--- src/design/tcca_pkg.sv ---
// tcca_pkg: shared types and constants of the three-channel calibrated average unit
// no dependencies
`timescale 1ns / 1ps

package tcca_pkg;

   localparam int CH_W       = 2;
   localparam int CH_COUNT   = 3;
   localparam int SAMPLE_W   = 10;
   localparam int CFG_W      = 16;
   localparam int CSR_IDX_W  = 3;
   localparam int CAL_W      = 14;
   localparam int SUM_W      = 20;
   localparam int PROD_W     = 26;
   localparam int ACC_W      = 28;
   localparam int QUEUE_DEPTH = 2;

   localparam logic [CAL_W-1:0] CAL_MAX = 14'd16383;

   localparam logic [CFG_W-1:0] GAIN_A_RST   = 16'd6192;
   localparam logic [CFG_W-1:0] OFFSET_A_RST = 16'hFB89;   // -1143
   localparam logic [CFG_W-1:0] GAIN_B_RST   = 16'd6206;
   localparam logic [CFG_W-1:0] OFFSET_B_RST = 16'd209;
   localparam logic [CFG_W-1:0] GAIN_V_RST   = 16'd23722;
   localparam logic [CFG_W-1:0] OFFSET_V_RST = 16'hFD2D;   // -723

   typedef enum logic [CH_W-1:0] {
      CH_CURRENT_A = 2'd0,
      CH_CURRENT_B = 2'd1,
      CH_VOLTAGE   = 2'd2
   } channel_type;

   typedef enum logic [CSR_IDX_W-1:0] {
      CSR_GAIN_A   = 3'd0,
      CSR_OFFSET_A = 3'd1,
      CSR_GAIN_B   = 3'd2,
      CSR_OFFSET_B = 3'd3,
      CSR_GAIN_V   = 3'd4,
      CSR_OFFSET_V = 3'd5
   } csr_index_type;

   typedef struct packed {
      logic                 vld;
      logic [CSR_IDX_W-1:0] index;
      logic [CFG_W-1:0]     data;
   } csr_wr_type;

   typedef struct packed {
      logic [CH_W-1:0]  updated_channel;
      logic [CAL_W-1:0] current_a_avg;
      logic [CAL_W-1:0] current_b_avg;
      logic [CAL_W-1:0] voltage_avg;
   } rsp_type;

endpackage

--- src/design/tcca_fifo.sv ---
// tcca_fifo: small register queue with push/full and pop/empty sides
// depends on nothing; used between front and back and on the result side
`timescale 1ns / 1ps

module tcca_fifo #(
   parameter int WIDTH = 8,
   parameter int DEPTH = 2
) (
   input  logic             clock,
   input  logic             reset,
   input  logic             push,
   output logic             full,
   input  logic [WIDTH-1:0] wdata,
   input  logic             pop,
   output logic             empty,
   output logic [WIDTH-1:0] rdata
);

   localparam int PTR_W = (DEPTH > 1) ? $clog2(DEPTH) : 1;
   localparam int CNT_W = $clog2(DEPTH + 1);

   logic [WIDTH-1:0] mem_ff [DEPTH];
   logic [PTR_W-1:0] wr_ptr_ff, wr_ptr_in;
   logic [PTR_W-1:0] rd_ptr_ff, rd_ptr_in;
   logic [CNT_W-1:0] count_ff, count_in;
   logic             do_push, do_pop;

   assign full    = (count_ff == CNT_W'(DEPTH));
   assign empty   = (count_ff == '0);
   assign do_push = push && !full;
   assign do_pop  = pop && !empty;
   assign rdata   = mem_ff[rd_ptr_ff];

   always_comb begin
      wr_ptr_in = wr_ptr_ff;
      rd_ptr_in = rd_ptr_ff;
      count_in  = count_ff;
      if (do_push) begin
         wr_ptr_in = (wr_ptr_ff == PTR_W'(DEPTH - 1)) ? '0 : wr_ptr_ff + PTR_W'(1);
      end
      if (do_pop) begin
         rd_ptr_in = (rd_ptr_ff == PTR_W'(DEPTH - 1)) ? '0 : rd_ptr_ff + PTR_W'(1);
      end
      if (do_push && !do_pop) begin
         count_in = count_ff + CNT_W'(1);
      end else if (do_pop && !do_push) begin
         count_in = count_ff - CNT_W'(1);
      end
   end

   always_ff @(posedge clock) begin
      if (reset) begin
         wr_ptr_ff <= '0;
         rd_ptr_ff <= '0;
         count_ff  <= '0;
      end else begin
         wr_ptr_ff <= wr_ptr_in;
         rd_ptr_ff <= rd_ptr_in;
         count_ff  <= count_in;
      end
   end

   always_ff @(posedge clock) begin
      if (do_push) begin
         mem_ff[wr_ptr_ff] <= wdata;
      end
   end

endmodule

--- src/design/tcca_front.sv ---
// tcca_front: takes samples and tags each with its channel and ring slot
// depends on tcca_pkg; feeds the front queue
`timescale 1ns / 1ps

module tcca_front #(
   parameter int WINDOW = 50
) (
   input  logic                         clock,
   input  logic                         reset,
   input  logic                         push,
   output logic                         full,
   input  logic [tcca_pkg::SAMPLE_W-1:0] sample,
   output logic                         q_push,
   input  logic                         q_full,
   output logic [tcca_pkg::CH_W-1:0]    q_ch,
   output logic [$clog2(WINDOW)-1:0]    q_slot,
   output logic [tcca_pkg::SAMPLE_W-1:0] q_sample
);

   localparam int SLOT_W = $clog2(WINDOW);

   logic [tcca_pkg::CH_W-1:0] turn_ff, turn_in;
   logic [SLOT_W-1:0]         slot_ff, slot_in;
   logic                      take;

   assign full     = q_full;
   assign take     = push && !q_full;
   assign q_push   = take;
   assign q_ch     = turn_ff;
   assign q_slot   = slot_ff;
   assign q_sample = sample;

   always_comb begin
      turn_in = turn_ff;
      slot_in = slot_ff;
      if (take) begin
         case (turn_ff)
            tcca_pkg::CH_CURRENT_A: turn_in = tcca_pkg::CH_CURRENT_B;
            tcca_pkg::CH_CURRENT_B: turn_in = tcca_pkg::CH_VOLTAGE;
            default: begin
               turn_in = tcca_pkg::CH_CURRENT_A;
               slot_in = (slot_ff == SLOT_W'(WINDOW - 1)) ? '0 : slot_ff + SLOT_W'(1);
            end
         endcase
      end
   end

   always_ff @(posedge clock) begin
      if (reset) begin
         turn_ff <= tcca_pkg::CH_CURRENT_A;
         slot_ff <= '0;
      end else begin
         turn_ff <= turn_in;
         slot_ff <= slot_in;
      end
   end

endmodule

--- src/design/tcca_back.sv ---
// tcca_back: calibration, ring update, running sums and window averages
// depends on tcca_pkg; pops the front queue, pushes the result queue
`timescale 1ns / 1ps

module tcca_back #(
   parameter int WINDOW = 50
) (
   input  logic                          clock,
   input  logic                          reset,
   input  tcca_pkg::csr_wr_type          csr,
   input  logic                          in_empty,
   output logic                          in_pop,
   input  logic [tcca_pkg::CH_W-1:0]     in_ch,
   input  logic [$clog2(WINDOW)-1:0]     in_slot,
   input  logic [tcca_pkg::SAMPLE_W-1:0] in_sample,
   input  logic                          out_full,
   output logic                          out_push,
   output tcca_pkg::rsp_type             out_rsp
);

   localparam int SLOT_W  = $clog2(WINDOW);
   localparam int SUM_W   = tcca_pkg::SUM_W;
   localparam int CAL_W   = tcca_pkg::CAL_W;
   localparam int CH_W    = tcca_pkg::CH_W;
   localparam int ACC_W   = tcca_pkg::ACC_W;
   localparam int SHIFT   = SUM_W + $clog2(WINDOW);
   localparam int RECIP_W = SUM_W + 1;
   localparam int MUL_W   = SUM_W + RECIP_W;
   localparam logic [RECIP_W-1:0] RECIP =
      RECIP_W'(((64'd1 << SHIFT) + 64'(WINDOW) - 64'd1) / 64'(WINDOW));

   // calibration registers
   logic [tcca_pkg::CFG_W-1:0] gain_ff   [tcca_pkg::CH_COUNT];
   logic [tcca_pkg::CFG_W-1:0] offset_ff [tcca_pkg::CH_COUNT];

   // ring storage and per-entry valid bits
   logic [CAL_W-1:0]  ring_mem    [tcca_pkg::CH_COUNT][WINDOW];
   logic [WINDOW-1:0] ring_vld_ff [tcca_pkg::CH_COUNT];

   logic [SUM_W-1:0] sum_ff [tcca_pkg::CH_COUNT];
   logic [CAL_W-1:0] avg_ff [tcca_pkg::CH_COUNT];

   logic                  adv;
   logic [CH_W-1:0]       ch_idx;
   logic [tcca_pkg::PROD_W-1:0] prod;
   logic [ACC_W-1:0]      acc_in;

   logic                  s1_vld_ff;
   logic [CH_W-1:0]       s1_ch_ff;
   logic [SLOT_W-1:0]     s1_slot_ff;
   logic [ACC_W-1:0]      s1_acc_ff;
   logic [CAL_W-1:0]      s1_old_ff;
   logic                  s1_oldv_ff;

   logic [CAL_W-1:0]      cal_in;
   logic [CAL_W-1:0]      old_val;
   logic [SUM_W-1:0]      sum_in;

   logic                  s2_vld_ff;
   logic [CH_W-1:0]       s2_ch_ff;
   logic [SUM_W-1:0]      s2_sum_ff;

   logic [MUL_W-1:0]      mul_in;
   logic                  s3_vld_ff;
   logic [CH_W-1:0]       s3_ch_ff;
   logic [MUL_W-1:0]      s3_prod_ff;
   logic [CAL_W-1:0]      quot;

   // whole pipe moves together; stalls only when the last stage cannot unload
   assign adv      = !s3_vld_ff || !out_full;
   assign in_pop   = adv && !in_empty;
   assign out_push = s3_vld_ff && !out_full;

   // stage 1: scaled sample plus offset, old ring entry read
   always_comb begin
      ch_idx = (in_ch == tcca_pkg::CH_CURRENT_B || in_ch == tcca_pkg::CH_VOLTAGE) ?
               in_ch : CH_W'(tcca_pkg::CH_CURRENT_A);
      prod   = tcca_pkg::PROD_W'(in_sample) * tcca_pkg::PROD_W'(gain_ff[ch_idx]);
      acc_in = ACC_W'({2'b00, prod}) +
               {{4{offset_ff[ch_idx][tcca_pkg::CFG_W-1]}}, offset_ff[ch_idx], 8'h00};
   end

   // stage 2: clamp, sum update
   always_comb begin
      if (s1_acc_ff[ACC_W-1]) begin
         cal_in = '0;
      end else if (s1_acc_ff[ACC_W-2:12] > 15'(tcca_pkg::CAL_MAX)) begin
         cal_in = tcca_pkg::CAL_MAX;
      end else begin
         cal_in = s1_acc_ff[CAL_W+11:12];
      end
      old_val = s1_oldv_ff ? s1_old_ff : '0;
      sum_in  = sum_ff[s1_ch_ff] - SUM_W'(old_val) + SUM_W'(cal_in);
   end

   // stage 3: divide by the window through a reciprocal multiply
   assign mul_in = MUL_W'(s2_sum_ff) * MUL_W'(RECIP);
   assign quot   = s3_prod_ff[SHIFT +: CAL_W];

   always_comb begin
      out_rsp.updated_channel = s3_ch_ff;
      out_rsp.current_a_avg = (s3_ch_ff == tcca_pkg::CH_CURRENT_A) ? quot : avg_ff[0];
      out_rsp.current_b_avg = (s3_ch_ff == tcca_pkg::CH_CURRENT_B) ? quot : avg_ff[1];
      out_rsp.voltage_avg   = (s3_ch_ff == tcca_pkg::CH_VOLTAGE)   ? quot : avg_ff[2];
   end

   // config writes
   always_ff @(posedge clock) begin
      if (reset) begin
         gain_ff[0]   <= tcca_pkg::GAIN_A_RST;
         offset_ff[0] <= tcca_pkg::OFFSET_A_RST;
         gain_ff[1]   <= tcca_pkg::GAIN_B_RST;
         offset_ff[1] <= tcca_pkg::OFFSET_B_RST;
         gain_ff[2]   <= tcca_pkg::GAIN_V_RST;
         offset_ff[2] <= tcca_pkg::OFFSET_V_RST;
      end else if (csr.vld) begin
         case (csr.index)
            tcca_pkg::CSR_GAIN_A:   gain_ff[0]   <= csr.data;
            tcca_pkg::CSR_OFFSET_A: offset_ff[0] <= csr.data;
            tcca_pkg::CSR_GAIN_B:   gain_ff[1]   <= csr.data;
            tcca_pkg::CSR_OFFSET_B: offset_ff[1] <= csr.data;
            tcca_pkg::CSR_GAIN_V:   gain_ff[2]   <= csr.data;
            tcca_pkg::CSR_OFFSET_V: offset_ff[2] <= csr.data;
            default: ;
         endcase
      end
   end

   // ring memory: read for the incoming beat, write back in stage 2
   always_ff @(posedge clock) begin
      if (adv) begin
         s1_old_ff <= ring_mem[ch_idx][in_slot];
         if (s1_vld_ff) begin
            ring_mem[s1_ch_ff][s1_slot_ff] <= cal_in;
         end
      end
   end

   always_ff @(posedge clock) begin
      if (reset) begin
         for (int c = 0; c < tcca_pkg::CH_COUNT; c++) begin
            ring_vld_ff[c] <= '0;
            sum_ff[c]      <= '0;
            avg_ff[c]      <= '0;
         end
         s1_vld_ff <= 1'b0;
         s2_vld_ff <= 1'b0;
         s3_vld_ff <= 1'b0;
      end else begin
         if (adv) begin
            s1_vld_ff <= !in_empty;
            s2_vld_ff <= s1_vld_ff;
            s3_vld_ff <= s2_vld_ff;
            if (s1_vld_ff) begin
               ring_vld_ff[s1_ch_ff][s1_slot_ff] <= 1'b1;
               sum_ff[s1_ch_ff] <= sum_in;
            end
         end
         if (out_push) begin
            avg_ff[s3_ch_ff] <= quot;
         end
      end
   end

   // pipeline payload
   always_ff @(posedge clock) begin
      if (adv) begin
         s1_ch_ff   <= ch_idx;
         s1_slot_ff <= in_slot;
         s1_acc_ff  <= acc_in;
         s1_oldv_ff <= ring_vld_ff[ch_idx][in_slot];
         s2_ch_ff   <= s1_ch_ff;
         s2_sum_ff  <= sum_in;
         s3_ch_ff   <= s2_ch_ff;
         s3_prod_ff <= mul_in;
      end
   end

endmodule

--- src/design/three_channel_calibrated_average_unit.sv ---
// three_channel_calibrated_average_unit: top level of the calibrated moving average
// depends on tcca_pkg, tcca_front, tcca_fifo, tcca_back
//
//   channel  | handshake            | payload
//   ---------+----------------------+-------------------------------------------
//   request  | push / full          | req_sample
//   response | empty / pop          | rsp_updated_channel, rsp_*_avg
//   csr      | csr_valid/csr_ready  | csr_index, csr_data
//
// one sample per cycle sustained while the result side keeps unloading; a result passes the front queue,
// three back stages (multiply-add, ring and sum update, reciprocal multiply) and then the result queue
// reset is synchronous; rings, sums and calibration registers come up at once, no sweep
// a stalled result side fills the result queue, then the back stages, then the front
// queue, after which full rises; csr_ready is always high
`timescale 1ns / 1ps

module three_channel_calibrated_average_unit #(
   parameter int WINDOW = 50
) (
   input  logic                           clock,
   input  logic                           reset,
   input  logic                           push,
   output logic                           full,
   input  logic [tcca_pkg::SAMPLE_W-1:0]  req_sample,
   output logic                           empty,
   input  logic                           pop,
   output logic [tcca_pkg::CH_W-1:0]      rsp_updated_channel,
   output logic [tcca_pkg::CAL_W-1:0]     rsp_current_a_avg,
   output logic [tcca_pkg::CAL_W-1:0]     rsp_current_b_avg,
   output logic [tcca_pkg::CAL_W-1:0]     rsp_voltage_avg,
   input  logic                           csr_valid,
   output logic                           csr_ready,
   input  logic [tcca_pkg::CSR_IDX_W-1:0] csr_index,
   input  logic [tcca_pkg::CFG_W-1:0]     csr_data
);

   localparam int SLOT_W = $clog2(WINDOW);
   localparam int ITEM_W = SLOT_W + tcca_pkg::CH_W + tcca_pkg::SAMPLE_W;
   localparam int RSP_W  = $bits(tcca_pkg::rsp_type);

   logic                          fq_push, fq_full, fq_pop, fq_empty;
   logic [tcca_pkg::CH_W-1:0]     fr_ch, bk_ch;
   logic [SLOT_W-1:0]             fr_slot, bk_slot;
   logic [tcca_pkg::SAMPLE_W-1:0] fr_sample, bk_sample;
   logic [ITEM_W-1:0]             fq_rdata;
   tcca_pkg::csr_wr_type          csr_wr;
   logic                          rq_push, rq_full;
   tcca_pkg::rsp_type             bk_rsp, rq_rsp;
   logic [RSP_W-1:0]              rq_rdata;

   assign csr_ready    = 1'b1;
   assign csr_wr.vld   = csr_valid;
   assign csr_wr.index = csr_index;
   assign csr_wr.data  = csr_data;

   tcca_front #(.WINDOW(WINDOW)) u_front (
      .clock    (clock),
      .reset    (reset),
      .push     (push),
      .full     (full),
      .sample   (req_sample),
      .q_push   (fq_push),
      .q_full   (fq_full),
      .q_ch     (fr_ch),
      .q_slot   (fr_slot),
      .q_sample (fr_sample)
   );

   tcca_fifo #(.WIDTH(ITEM_W), .DEPTH(tcca_pkg::QUEUE_DEPTH)) u_front_q (
      .clock (clock),
      .reset (reset),
      .push  (fq_push),
      .full  (fq_full),
      .wdata ({fr_slot, fr_ch, fr_sample}),
      .pop   (fq_pop),
      .empty (fq_empty),
      .rdata (fq_rdata)
   );

   assign {bk_slot, bk_ch, bk_sample} = fq_rdata;

   tcca_back #(.WINDOW(WINDOW)) u_back (
      .clock     (clock),
      .reset     (reset),
      .csr       (csr_wr),
      .in_empty  (fq_empty),
      .in_pop    (fq_pop),
      .in_ch     (bk_ch),
      .in_slot   (bk_slot),
      .in_sample (bk_sample),
      .out_full  (rq_full),
      .out_push  (rq_push),
      .out_rsp   (bk_rsp)
   );

   tcca_fifo #(.WIDTH(RSP_W), .DEPTH(tcca_pkg::QUEUE_DEPTH)) u_rsp_q (
      .clock (clock),
      .reset (reset),
      .push  (rq_push),
      .full  (rq_full),
      .wdata (bk_rsp),
      .pop   (pop),
      .empty (empty),
      .rdata (rq_rdata)
   );

   assign rq_rsp              = rq_rdata;
   assign rsp_updated_channel = rq_rsp.updated_channel;
   assign rsp_current_a_avg   = rq_rsp.current_a_avg;
   assign rsp_current_b_avg   = rq_rsp.current_b_avg;
   assign rsp_voltage_avg     = rq_rsp.voltage_avg;

endmodule

--- config.mk ---
export PLATFORM = sky130hd
export DESIGN_NAME = three_channel_calibrated_average_unit
export DESIGN_NICKNAME = d
export VERILOG_FILES = /design/src/design/tcca_pkg.sv /design/src/design/tcca_fifo.sv /design/src/design/tcca_front.sv /design/src/design/tcca_back.sv /design/src/design/three_channel_calibrated_average_unit.sv
export SDC_FILE = /design/constraint.sdc
export NUM_CORES = 2
export LEC_CHECK = 0
export ABC_AREA = 0
export ABC_CLOCK_PERIOD_IN_PS = 10900
export BUFFER_PORTS_ARGS = -buffer_cell sky130_fd_sc_hd__buf_2
export CORE_MARGIN = 2
export CORE_UTILIZATION = 40
export CTS_CLUSTER_SIZE = 12
export DETAILED_ROUTE_END_ITERATION = 10
export PLACE_DENSITY = 0.6
export SLEW_MARGIN = 20
export SYNTH_ARGS = -nofsm -noshare
export SYNTH_HDL_FRONTEND = slang
export SYNTH_SLANG_ARGS = --single-unit
export TNS_END_PERCENT = 30
--- constraint.sdc ---
create_clock -name clock -period 10.9 [get_ports clock]
set_clock_uncertainty 0.05 [all_clocks]
set_input_delay 0.545 -clock clock [delete_from_list [all_inputs] [get_ports clock]]
set_output_delay 0.545 -clock clock [all_outputs]
set_load 0.03 [all_outputs]
Word level (Yosys, flattened, before mapping):

Memory sizes are Yosys's and may differ from the RTL's. A register that Yosys moved wholly into a read port is not among the register bits.
Index checks and enable logic that the tools add are counted.

* bitwise gates (word level): 9
* multiplexer cells: 85
* $add $sub $neg: 12
* equal/unequal tests: 13
* $mul: 2
* reductions and logical operators: 36
* magnitude comparators: 7

Operator list (count)
* $mux W700: 1
* $mux W50: 3
* $mux W14: 10
* $mux W16: 6
* $bmux W14 S6: 1
* $demux W14 S6: 1
* $reduce_or A50 Y1: 1
* $mux W1: 49
* $mul A20 B20 Y39 const B: 1
* $add A27 B24 Y28: 1
* $mul A10 B16 Y26: 1
* $add A20 B14 Y20: 1
* $mux W20: 1
* $reduce_or A20 Y1: 1
* $sub A20 B14 Y20: 1
* $mux W2: 9
* $gt A15 B14 Y1 const B: 1
* $ge A7 B7 Y1 const B: 2
* $lt A6 B7 Y1 const B: 2
* $not A6 Y7: 2
* $reduce_or A14 Y1: 1
* $logic_and A1 B1 Y1: 13
* $logic_not A1 Y1: 9
* $eq A2 B2 Y1 const B: 4
* 23 further kinds: 42

* bits in writable memories: 2572
* bits in registers: 133
* memories: 8

Memory list
* u_back.ring_mem: depth 3, width 700, read ports 1, clocked after memory_dff 0, wr ports 1, line tcca_back.sv:37 `logic [CAL_W-1:0] ring_mem [tcca_pkg::CH_COUNT][WINDOW];`
* u_back.ring_vld_ff: depth 3, width 50, read ports 1, clocked after memory_dff 0, wr ports 3, line tcca_back.sv:38 `logic [WINDOW-1:0] ring_vld_ff [tcca_pkg::CH_COUNT];`
* u_rsp_q.mem_ff: depth 2, width 44, read ports 1, clocked after memory_dff 1, wr ports 1, line tcca_fifo.sv:22 `logic [WIDTH-1:0] mem_ff [DEPTH];`
* u_back.sum_ff: depth 3, width 20, read ports 1, clocked after memory_dff 1, wr ports 3, line tcca_back.sv:40 `logic [SUM_W-1:0] sum_ff [tcca_pkg::CH_COUNT];`
* u_back.gain_ff: depth 3, width 16, read ports 1, clocked after memory_dff 0, wr ports 3, line tcca_back.sv:33 `logic [tcca_pkg::CFG_W-1:0] gain_ff [tcca_pkg::CH_COUNT];`
* u_back.offset_ff: depth 3, width 16, read ports 1, clocked after memory_dff 0, wr ports 3, line tcca_back.sv:34 `logic [tcca_pkg::CFG_W-1:0] offset_ff [tcca_pkg::CH_COUNT];`
* +2 memories

Logic depth before layout (Yosys ltp):

* depth after elaboration: 8
* depth in mapped cells: 41
* mapped depth without buffers: 36

Hierarchy:

From an unflattened synthesis, not the netlist that was laid out.

* cell total of the unflattened synthesis: 6529
* area, all modules: 117707.9 µm²

By module, submodules not included
* tcca_back: seq. area each 75022.0 µm², area an instance 112277.7 µm², times used 1, cells each 6226
* tcca_fifo (u_rsp_q): seq. area each 2742.6 µm², area an instance 3388.2 µm², times used 1, cells each 162
* tcca_fifo (u_front_q): seq. area each 1181.1 µm², area an instance 1514.0 µm², times used 1, cells each 81
* tcca_front: seq. area each 160.2 µm², area an instance 516.7 µm², times used 1, cells each 58
* three_channel_calibrated_average_unit: seq. area each 0.0 µm², area an instance 11.3 µm², times used 1, cells each 2

Worst setup path before layout:

OpenSTA, ideal clock, no wires.

* path kind: flip-flop to flip-flop
* from: memory u_front_q.mem_ff[0][10] (netlist name)
* to: register u_back.s1_acc_ff[22], data pin
* cell stages (with the launch flop): 41
* slack: 2.624 ns
* arrival: 7.968 ns
* required time: 10.591 ns
* buffers on the path: 5
* setup time: 0.259 ns
* clock period less this slack: 8.276 ns
* cells stage by stage: edfxtp_1 -> nand2b_1 -> o21a_2 -> buf_2 -> clkbuf_1 -> buf_2 -> buf_2 -> buf_2 -> mux2i_1 -> o21ai_0 -> nand2_1 -> fa_1 -> inv_1 -> fa_1 -> inv_1 -> fa_1 -> inv_1 -> fa_1 -> (+5 left out) -> nor2_1 -> nor4_1 -> o21a_4 -> nor3b_1 -> o21a_1 -> o21a_1 -> nor2_1 -> xnor2_1 -> ha_1 -> and3_1 -> and2_1 -> nand3_1 -> nor2_1 -> a21oi_1 -> a31oi_2 -> or2_1 -> a31o_1 -> xor2_1

RTL lines
* start, declared: line tcca_fifo.sv:22
* end signal, assigned: line tcca_back.sv:170 `s1_acc_ff <= acc_in;`
* end, declared: line tcca_back.sv:51 `logic [ACC_W-1:0] s1_acc_ff;`

==> out/qor.json <==
{
  "die": {
    "design.die.area_mm2": 0.306,
    "io-pin-count": 81,
    "core_area_mm2": 0.300,
    "die_y_um": 553,
    "fp-row-count": 201,
    "die_span_x_um": 553,
    "floorplan.initialDensity_pct": 40.2
  },
  "logic_synthesis": {
    "synthesis.nets": 10418,
    "synth_enable_flop_cells": 2519,
    "synth_cells": 9800,
    "library_cell_with_the_highest_instance_count_after_synthesis": "edfxtp_1",
    "synth.top_cells.by_count": "edfxtp_1, nand2_1, nand3_1, nor2_1, inv_1",
    "netlist-cell-type-count": 76,
    "yosys_most_used_dff": "edfxtp_1",
    "yosys_warnings": 0,
    "synth_top_area_share_pct": 62.8,
    "yosys-top-cells-area": "edfxtp_1, nand2_1, fa_1",
    "ys_seq_area_share_pct": 65.7,
    "postSynth.asyncResetShare_pct": 0,
    "synth_area_per_cell_um2": 12.3,
    "post_synth_instance_area_mm2": 0.120,
    "synth.ff_latch_count": 2692,
    "synthDominantAreaCellType": "edfxtp_1"
  },
  "worst_setup_path": {
    "cp_data_required_time_ns": 11.42,
    "end_kind": "register",
    "startpoint_type": "register",
    "timing.critical_path.arrival_ns": 9.71,
    "timing_worst_setup_path_type": "reg -> reg",
    "crit_slowest_cell": "o21ai_0",
    "crit_path_frequent_cell": "fa_1",
    "stage_delay_of_the_slowest_cell_on_the_critical_path_ns": 0.67,
    "critPathMaxFanout": 30
  },
  "sta": {
    "tns_ns": 0,
    "max_clock_freq_mhz": 109,
    "tightest_slew_ns": 1.19,
    "timing.final.hold_violations": 0,
    "final-setup-viol-count": 0,
    "grt_setup_unrepaired": "no",
    "min_period_over_period_pct": 84.4,
    "timing_max_transition_violations_final": 0,
    "fin_crit_ns": 9.19,
    "slew-limit-headroom_pct": 20.4
  },
  "run": {
    "timing.max_cap.violations": 0
  },
  "clock_network": {
    "cts.repair_timing.setup_buffer_count": 0,
    "clock_insertion_delay_worst_skew_ns": 0.88,
    "numCtsBuffers": 294,
    "tritoncts": "built",
    "maximum_clock_insertion_buffer_count": 4,
    "cts_num_sinks": 2692,
    "clk_slew_on_worst_s_h_paths_ns": 0.06,
    "ctsHtreeMaxLevel": 5,
    "cts-resized-gates": 0,
    "cts_root_buffer": "clkbuf_16",
    "hold_buffers": 13
  },
  "global_routing": {
    "number_of_global_route_vias_before_repair": 75977,
    "grt_antenna_before_repair": 3,
    "total_routing_usage_gr_pct": 20.7,
    "global_route.overflow_total": 0,
    "first_pass_grt_wire_length_um": 486000,
    "grt_max_degree": 169
  },
  "detailed_routing": {
    "detailed_route_iter0_violations": 8030,
    "drt_drc_violations_left": 0,
    "vias_per_cell": 5.53,
    "dr_total_vias": 77543,
    "drt_wl_total_um": 325000,
    "drt_pass1_iterations": 6,
    "ant_nets": 0,
    "post_drt_wl_per_cell_um": 23.2
  },
  "layout": {
    "antennaDiodeCount": 0,
    "summed_area_of_non_filler_cells_in_the_final_layout_mm2": 0.135,
    "filler_cell_count": 26914,
    "final_layout_size_suffix_gt1_share_pct": 9.26,
    "area_growth_pct": 11.9,
    "num-nets-final": 10464
  },
  "placement": {
    "placed_cell_area_mm2": 0.126,
    "gpl.final_weighted_congestion": 0.881,
    "buffers_on_ports": 79,
    "hpwlAfterDp_um": 192000
  },
  "worst_hold_path": {
    "timing.hold.worst.class": "in -> reg"
  },
  "run_status": {
    "result_of_the_run": "finished, final reports clean"
  }
}
[sequential cells by signal, indices dropped and copies added (netlist names), 6 cells and up, named ones only]
| name | flops |
|---|---|
| u_back.ring_mem | 2100 |
| u_back.ring_vld_ff | 150 |
| u_rsp_q.mem_ff | 88 |
| u_back.sum_ff | 80 |
| u_back.gain_ff | 48 |
| u_back.offset_ff | 48 |
| u_back.avg_ff | 42 |
| u_front_q.mem_ff | 36 |
| u_back.s2_sum_ff | 20 |
| u_back.s1_acc_ff | 16 |
| u_back.s1_old_ff | 14 |
| u_back.s3_prod_ff | 14 |
| u_back.s1_slot_ff | 6 |
| u_front.q_slot | 6 |
[kinds of logic (layout without fill, tap and decap cells)]
family	count (synthesis)	in the layout	share of synthesized area (%)
AND/OR/NAND/NOR	4459	4459	15.8
flip-flops	2692	2692	65.7
buffers and inverters	989	1261	3.33
AO/OA/AOI/OAI	822	822	4.98
adder cells (fa/ha/maj)	584	584	7.72
multiplexers	179	179	2.02
XOR/XNOR	74	74	0.538
other	1	1	0.00311
[path summary, 6_finish.rpt]
check / slack, ns / depth (start not counted) / end / from
min reg2reg: 0.38 / 0 / u_back.s3_ch_ff[0]$_DFFE_PN_ / u_back.s2_ch_ff[0]$_DFFE_PN_
max: 1.71 / 30 / u_back.s1_acc_ff[24]$_DFFE_PN_ / register
max reg2reg: 1.71 / 30 / u_back.s1_acc_ff[24]$_DFFE_PN_ / register
min: 0.06 / 2 / u_back.offset_ff[2][0]$_DFFE_PP_ / csr_data[0]
[layout by cell type (no fill, tap or decap), types with 27 or more instances in the layout]
cell / n
buf_2: 78
buf_4: 205
mux2i_1: 39
mux4_2: 39
clkbuf_16: 299
edfxtp_1: 2519
nor3_1: 52
a31oi_1: 60
o21ai_0: 60
ha_1: 318
nand2_1: 2336
mux2_2: 94
a311oi_1: 319
nor2_2: 33
inv_1: 403
nand2b_1: 49
dfxtp_1: 171
nor2_1: 647
xor2_1: 34
clkinv_1: 28
clkinv_2: 28
fa_1: 266
a21oi_1: 193
xnor2_1: 40
nand3_1: 1036
and3_1: 130
and2_1: 93
clkbuf_1: 113
a21o_1: 27
[worst max-delay path, delay by kind of cell, from the launching register on]
kind	cells	cell delay [ns]
and+or+nand+nor	3	0.52
buffers and inverters	5	0.66
xor gates and xnor gates	2	0.34
muxes	1	0.19
adders and majority gates	7	3.14
AOI/OAI and AO/OA	12	3.31
DFF	1	0.62
[stage by stage]
stage / std cells / hold slack, ns / utilization (%) / worst slack (ns)
4_1_cts: 14030 / 0.00121 / 45.0 / 1.66
6_report: 14030 / 0.0565 / 45.0 / 1.71
3_3_place_gp: 13495 / 0.354 / 41.9 / 1.73
3_5_place_dp: 13495 / 0.355 / 41.9 / 1.72
5_1_grt: 14030 / 0.0382 / 45.0 / 1.11
2_1_floorplan: 9800 / 0.350 / - / 2.62
[routing by layer]
metal / part of all wire (%) / vias up / wire (um) / track usage (%)
li1: - / 35012 / - / -
met1: 42 / 38903 / 136000 / 28.2
met2: 47 / 3051 / 153000 / 33.5
met3: 7.1 / 575 / 23000 / 2.97
met4: 4.1 / 2 / 13300 / 8.24
met5: 0.0040 / - / 13 / 0
[layout make-up]
type / count / area [um2] / share of cell area (%)
Clock buffer: 434 / 8210 / 6.09
Sequential cell: 2692 / 79100 / 58.7
Inverter: 426 / 1690 / 1.26
Timing Repair Buffer: 313 / 2390 / 1.77
Tap cell: 3958 / 4950 / 3.67
Clock inverter: 88 / 891 / 0.661
Multi-Input combinational cell: 6119 / 37600 / 27.9
Power is left out: the tool's default activity adds up to more than one toggle a clock period on the data nets, which glitch-free logic cannot reach.
